<file path="config.mk">
export PLATFORM = sky130hd
export DESIGN_NAME = n7s_cell
export DESIGN_NICKNAME = d
export VERILOG_FILES = /design/src/rtl/n7s_pkg.sv /design/src/rtl/n7s_cell.sv
export SDC_FILE = /design/constraint.sdc
export NUM_CORES = 1
export LEC_CHECK = 0
export ABC_AREA = 1
export BUFFER_PORTS_ARGS = -buffer_cell sky130_fd_sc_hd__buf_2
export CAP_MARGIN = 20
export CORE_AREA = 5 5 42 44
export DETAILED_ROUTE_END_ITERATION = 10
export DIE_AREA = 0 0 47 49
export GPL_TIMING_DRIVEN = 0
export PLACE_DENSITY = 0.53
export RECOVER_POWER = 50
export SLEW_MARGIN = 40
export SYNTH_ARGS = -nofsm -noshare
export SYNTH_HDL_FRONTEND = slang
export SYNTH_SLANG_ARGS = --single-unit
</file>
<file path="constraint.sdc">
create_clock -name clock -period 1.07 [get_ports clock]
set_input_delay 0.0535 -clock clock [delete_from_list [all_inputs] [get_ports clock]]
set_output_delay 0.0535 -clock clock [all_outputs]
set_load 0.01 [all_outputs]
</file>
<file path="src/rtl/n7s_pkg.sv">
`timescale 1ns / 1ps
package n7s_pkg;

   localparam int MAX_DIGITS = 8;
   // places the chain holds: the position fields are 3 bits wide
   localparam int PLACE_CAP = (MAX_DIGITS < 8) ? MAX_DIGITS : 8;
   localparam int PLACE_W = 3;
   localparam int CODE_W = 5;

   typedef logic [CODE_W-1:0] code_type;

   localparam code_type CODE_ZERO  = 5'd0;
   localparam code_type CODE_MINUS = 5'd16;
   localparam code_type CODE_BLANK = 5'd17;

   // control shared by every cell of the character chain
   typedef struct packed {
      logic clear;
      logic push;
      logic pop;
   } chain_ctl_type;

   localparam logic [1:0] CSR_DIGIT_COUNT   = 2'd0;
   localparam logic [1:0] CSR_UNIT_LIMIT    = 2'd1;
   localparam logic [1:0] CSR_SEGMENT_ORDER = 2'd2;

   localparam logic [31:0] RECIP_TEN = 32'hCCCC_CCCD;

   function automatic logic [6:0] glyph(input code_type code);
      logic [6:0] seg;
      begin
         case (code)
            5'd0:    seg = 7'h7E;
            5'd1:    seg = 7'h30;
            5'd2:    seg = 7'h6D;
            5'd3:    seg = 7'h79;
            5'd4:    seg = 7'h33;
            5'd5:    seg = 7'h5B;
            5'd6:    seg = 7'h5F;
            5'd7:    seg = 7'h70;
            5'd8:    seg = 7'h7F;
            5'd9:    seg = 7'h7B;
            5'd10:   seg = 7'h77;
            5'd11:   seg = 7'h7F;
            5'd12:   seg = 7'h4E;
            5'd13:   seg = 7'h7E;
            5'd14:   seg = 7'h4F;
            5'd15:   seg = 7'h47;
            5'd16:   seg = 7'h01;
            default: seg = 7'h00;
         endcase
         glyph = seg;
      end
   endfunction

endpackage

</file>
<file path="src/rtl/n7s_cell.sv">
`timescale 1ns / 1ps
module n7s_cell (
   input  logic                   clock,
   input  n7s_pkg::chain_ctl_type ctl,
   input  n7s_pkg::code_type      lo_code,
   input  n7s_pkg::code_type      hi_code,
   output n7s_pkg::code_type      code
);

   n7s_pkg::code_type code_ff;
   n7s_pkg::code_type code_in;

   // push moves characters toward higher cells, pop toward cell 0
   always_comb begin
      code_in = code_ff;
      if (ctl.clear) begin
         code_in = n7s_pkg::CODE_BLANK;
      end else if (ctl.push) begin
         code_in = lo_code;
      end else if (ctl.pop) begin
         code_in = hi_code;
      end
   end

   always_ff @(posedge clock) begin
      code_ff <= code_in;
   end

   assign code = code_ff;

endmodule

</file>
; ---- Yosys cells after proc, flatten, opt, wreduce, memory -nomap -nowiden
; Index checks and enable logic that the tools add are counted.
[word_totals]
ff_bits = 5
in_bits = 14
out_inout_bits = 5
elab_cells = 4
[op_classes]
n_mux = 2
reduce_logical = 1
[ops]
columns = op, count
row1 = $mux W5, 2
row2 = $reduce_bool A2 Y1, 1

; ---- Logic depth before layout (Yosys ltp)
[depth]
word_depth = 2
depth_mapped = 6
depth_no_buf = 5

; ---- Least setup slack after synthesis
; OpenSTA, ideal clock, no wires.
[synth_timing]
path_kind = reg2reg
start = register code[1] (netlist name)
end = register code_ff[1], in the netlist code[1]
path_stages_with_launch = 5
slack_ns = 0.447
period_less_slack_ns = 0.623
setup_time_ns = 0.109
t_arrival_ns = 0.514
cell_sequence = dfxtp_1 nand2_1 nand3_1 nand2_1 inv_1
[synth_rtl]
columns = element, line
row1 = end signal: assignment, n7s_cell.sv:26  ; code_ff <= code_in;
row2 = end: declaration, n7s_cell.sv:10  ; n7s_pkg::code_type code_ff;

; ---- Worst setup path after layout
[layout_timing]
start = register code_ff[2], in the netlist code[2]
end = output code[2]
[layout_rtl]
columns = element, line
row1 = end: declaration, n7s_cell.sv:7  ; output n7s_pkg::code_type code
; No word-level cell between the ends.

==> metrics.md <==
| Metric | Value |
|---|---|
| Status | `finished, final reports clean` |
| CTS Sinks | `5` |
| Core ar. | `about 1400 um2` |
| Fin. max-slew vios | `0` |
| Final Cycle Share | `a little over two thirds` |
| Initial Utilization | `17.68%` |
| CTS tree | `done` |
| Max reg flops | `5` |
| Flops & latches, synth | `5` |
| IO Pins | `19` |
| Worst EP arrival | `700 ps` |
| P per Cell Area | `approximately 1300 nW/um2` |
| Final std cell area, no fill | `between 300 and 400 um2` |
| Hold_sp | `hi_code[0]` |
| Wire per inst | `8.892 um` |
| Mapped Nets | `between 50 and 60` |
| Number of port buffers | `17` |
| Seq/Total Area, Yosys | `40.40%` |
| Area of the multi-input gates | `about 110 um2` |
| Cell count after synthesis | `37` |
| Area of the die | `about 2300 um2` |
| Setup violators final | `0` |
| Hold Path Sink | `code[0]$_SDFFE_PP1P_` |
| Core Util, Final | `27.05%` |
| Fmax | `approximately 1300 MHz` |
| Placed instance area | `352.8 um2` |
| GRT overflow | `0` |
| CP Cell Sequence | `buf_2` |
| Setup TNS | `0 ps` |
| Min Tclk post-route | `approximately 750 ps` |
| Clock latency on the worst-skew pair | `between 200 and 250 ps` |
| Vias in the first global route | `~260` |
| Global-route wire length before repair | `979 um` |
| Largest net degree at the start of global routing | `9` |
| Crit end category | `output pin` |
| Antenna cell count | `0` |
| Placer Congestion | `around 0.64` |
| Pleak | `0.2200 nW` |
| Synth cell types | `8` |
| Adder-cell share of the synthesized area | `0%` |
| Core Rows | `14` |
| Reg clk slew, reported paths | `40 ps` |
| Slew @ Worst Pin | `122.1 ps` |
| Avg Inst Size Synth | `6.696 um2` |
| Kind of cell adding the most delay to the critical path | `flip-flops` |
| Antenna Violating Nets Remaining | `0` |
| Reg2reg setup slack | `approximately 440 ps` |
| CTS root buffer | `clkbuf_4` |
| Hold buffers post-CTS | `0` |
| Simple-Gate Fraction of Synth Area | `41.92%` |
| H-tree depth | `1` |
| Buf+Inv Stages, Crit Path | `1` |
| Post_cts resized | `0` |
| Worst Reg-to-Reg Cells | `4` |
| Area growth from synthesis to layout | `53.03%` |
| Max Cap Violations | `0` |
| Placed Cells | `70` |
| Setup ws final | `about 320 ps` |
| Die height | `49 um` |
| Postcts setup bufs | `0` |
| Vias | `roughly 280` |
| Peak VDD IR | `0.0005420 V` |
| Layout cells sized above 1 | `37.93%` |
| Clock skew | `0 ps` |
| Vias per cell | `around 3.7` |
| Compound-Gate Fraction of Synth Area | `4.040%` |
| R2r startpoint | `code[2]$_SDFFE_PP0P_` |
| Max Root-Sink Buffers | `2` |
| Initial antenna violation count | `0` |
| Critical path required time | `1020 ps` |
| Min-Delay Path Class | `primary input to flop` |
| Worst reg2reg path endpoint | `code[2]$_SDFFE_PP0P_` |
| Register area | `100.1 um2` |
| Final-report hold violation count | `0` |
| Crit path depth | `1` |
| RSZ-0062 raised after global routing | `no` |
| CTS Buf Count | `3` |
| Layout Nets | `73` |
| CP max-delay cell | `dfxtp_1` |
| Final non-filler cell total | `74` |
| Iteration-0 DRC Markers | `3` |
| Highest cell delay on the worst timing path | `330 ps` |
| Relative slew slack | `91.84%` |
| Die span in x | `47 um` |
| Multiplexer area fraction after synthesis | `0%` |
| Crit path launch type | `flop` |
| CP Class | `flop to output pin` |
| Yosys warnings | `0` |
| DRC | `0` |
| Synth Area in XOR/XNOR | `0%` |
| First drt pass iteration count | `2` |
| DRT Wirelength | `658 um` |
| Fill count | `180` |
| Hold path cells | `3` |
| GRT Util Overall | `6.131%` |
| Crit-path max FO | `2` |
| Detailed Place HPWL | `576.8 um` |
| Mapped cell area | `around 250 um2` |
| Worst slack, placed | `445.3 ps` |
| Largest family of logic cells by synthesized area | `simple AND/OR/NAND/NOR gates` |
[power by group]
part	internal, mW	switching (mW)
combinational	0.0433	0.0452
sequential	0.201	0.00636
clock	0.140	0.0694
[logic make-up after synthesis]
group	after synthesis
simple gates	23
flops	5
compound gates	2
buf+inv	7
[layout make-up]
type	instances	share of cell area, %
flip-flops and latches	5	26.40
repair buffers	17	22.44
multi-input cells	25	30.03
inverters	6	5.941
plain buffers	1	2.970
well taps	16	5.281
clock buffers	4	6.931
[routing by layer]
| metal | up-vias | share of wire, % | GRT usage, % |
|---|---|---|---|
| li1 | 158 | - | - |
| met1 | 111 | 41 | 6.608 |
| met2 | 7 | 50 | 8.824 |
| met3 | 0 | 8.7 | 3.321 |
| met4 | 0 | 0 | 4.147 |
| met5 | - | 0 | 0 |
[worst max path at each step]
stage | startpoint | endpoint | slack (ps)
floorplan | code[1]$_SDFFE_PP0P_ | code[1]$_SDFFE_PP0P_ | 450
global placement | code[2]$_SDFFE_PP0P_ | code[2]$_SDFFE_PP0P_ | 460
detailed placement | code[2]$_SDFFE_PP0P_ | code[2]$_SDFFE_PP0P_ | 450
CTS | code[2]$_SDFFE_PP0P_ | code[2] | 300
global route | code[2]$_SDFFE_PP0P_ | code[2] | 270
finish | code[2]$_SDFFE_PP0P_ | code[2] | 320
[cells in the final DEF, fill, tap and decap left out]
master	instances
clkbuf_1	1
nand2_1	13
clkbuf_4	3
nor2_1	1
a21oi_1	2
nand3_1	8
buf_6	1
buf_2	17
inv_1	6
dfxtp_1	5
nor2_4	1
[per-stage QoR]
stage | hold slack (ps) | power [mW]
3_5_place_dp | 275.4 | 0.3009
2_1_floorplan | 164.7 | 0.2551
3_3_place_gp | 275.1 | 0.2996
4_1_cts | 26.78 | 0.5207
6_report | 33.36 | 0.5054
5_1_grt | 35.00 | 0.5436
[cells in the mapped netlist]
cell / number / share of area (%)
inv_1: 6 / 9.1
a21oi_1: 2 / 4.0
nor2_4: 1 / 4.5
buf_6: 1 / 4.5
nand2_1: 13 / 20
nand3_1: 8 / 16
nor2_1: 1 / 1.5
dfxtp_1: 5 / 40
Note: power is estimated with default switching activity, not from simulation.
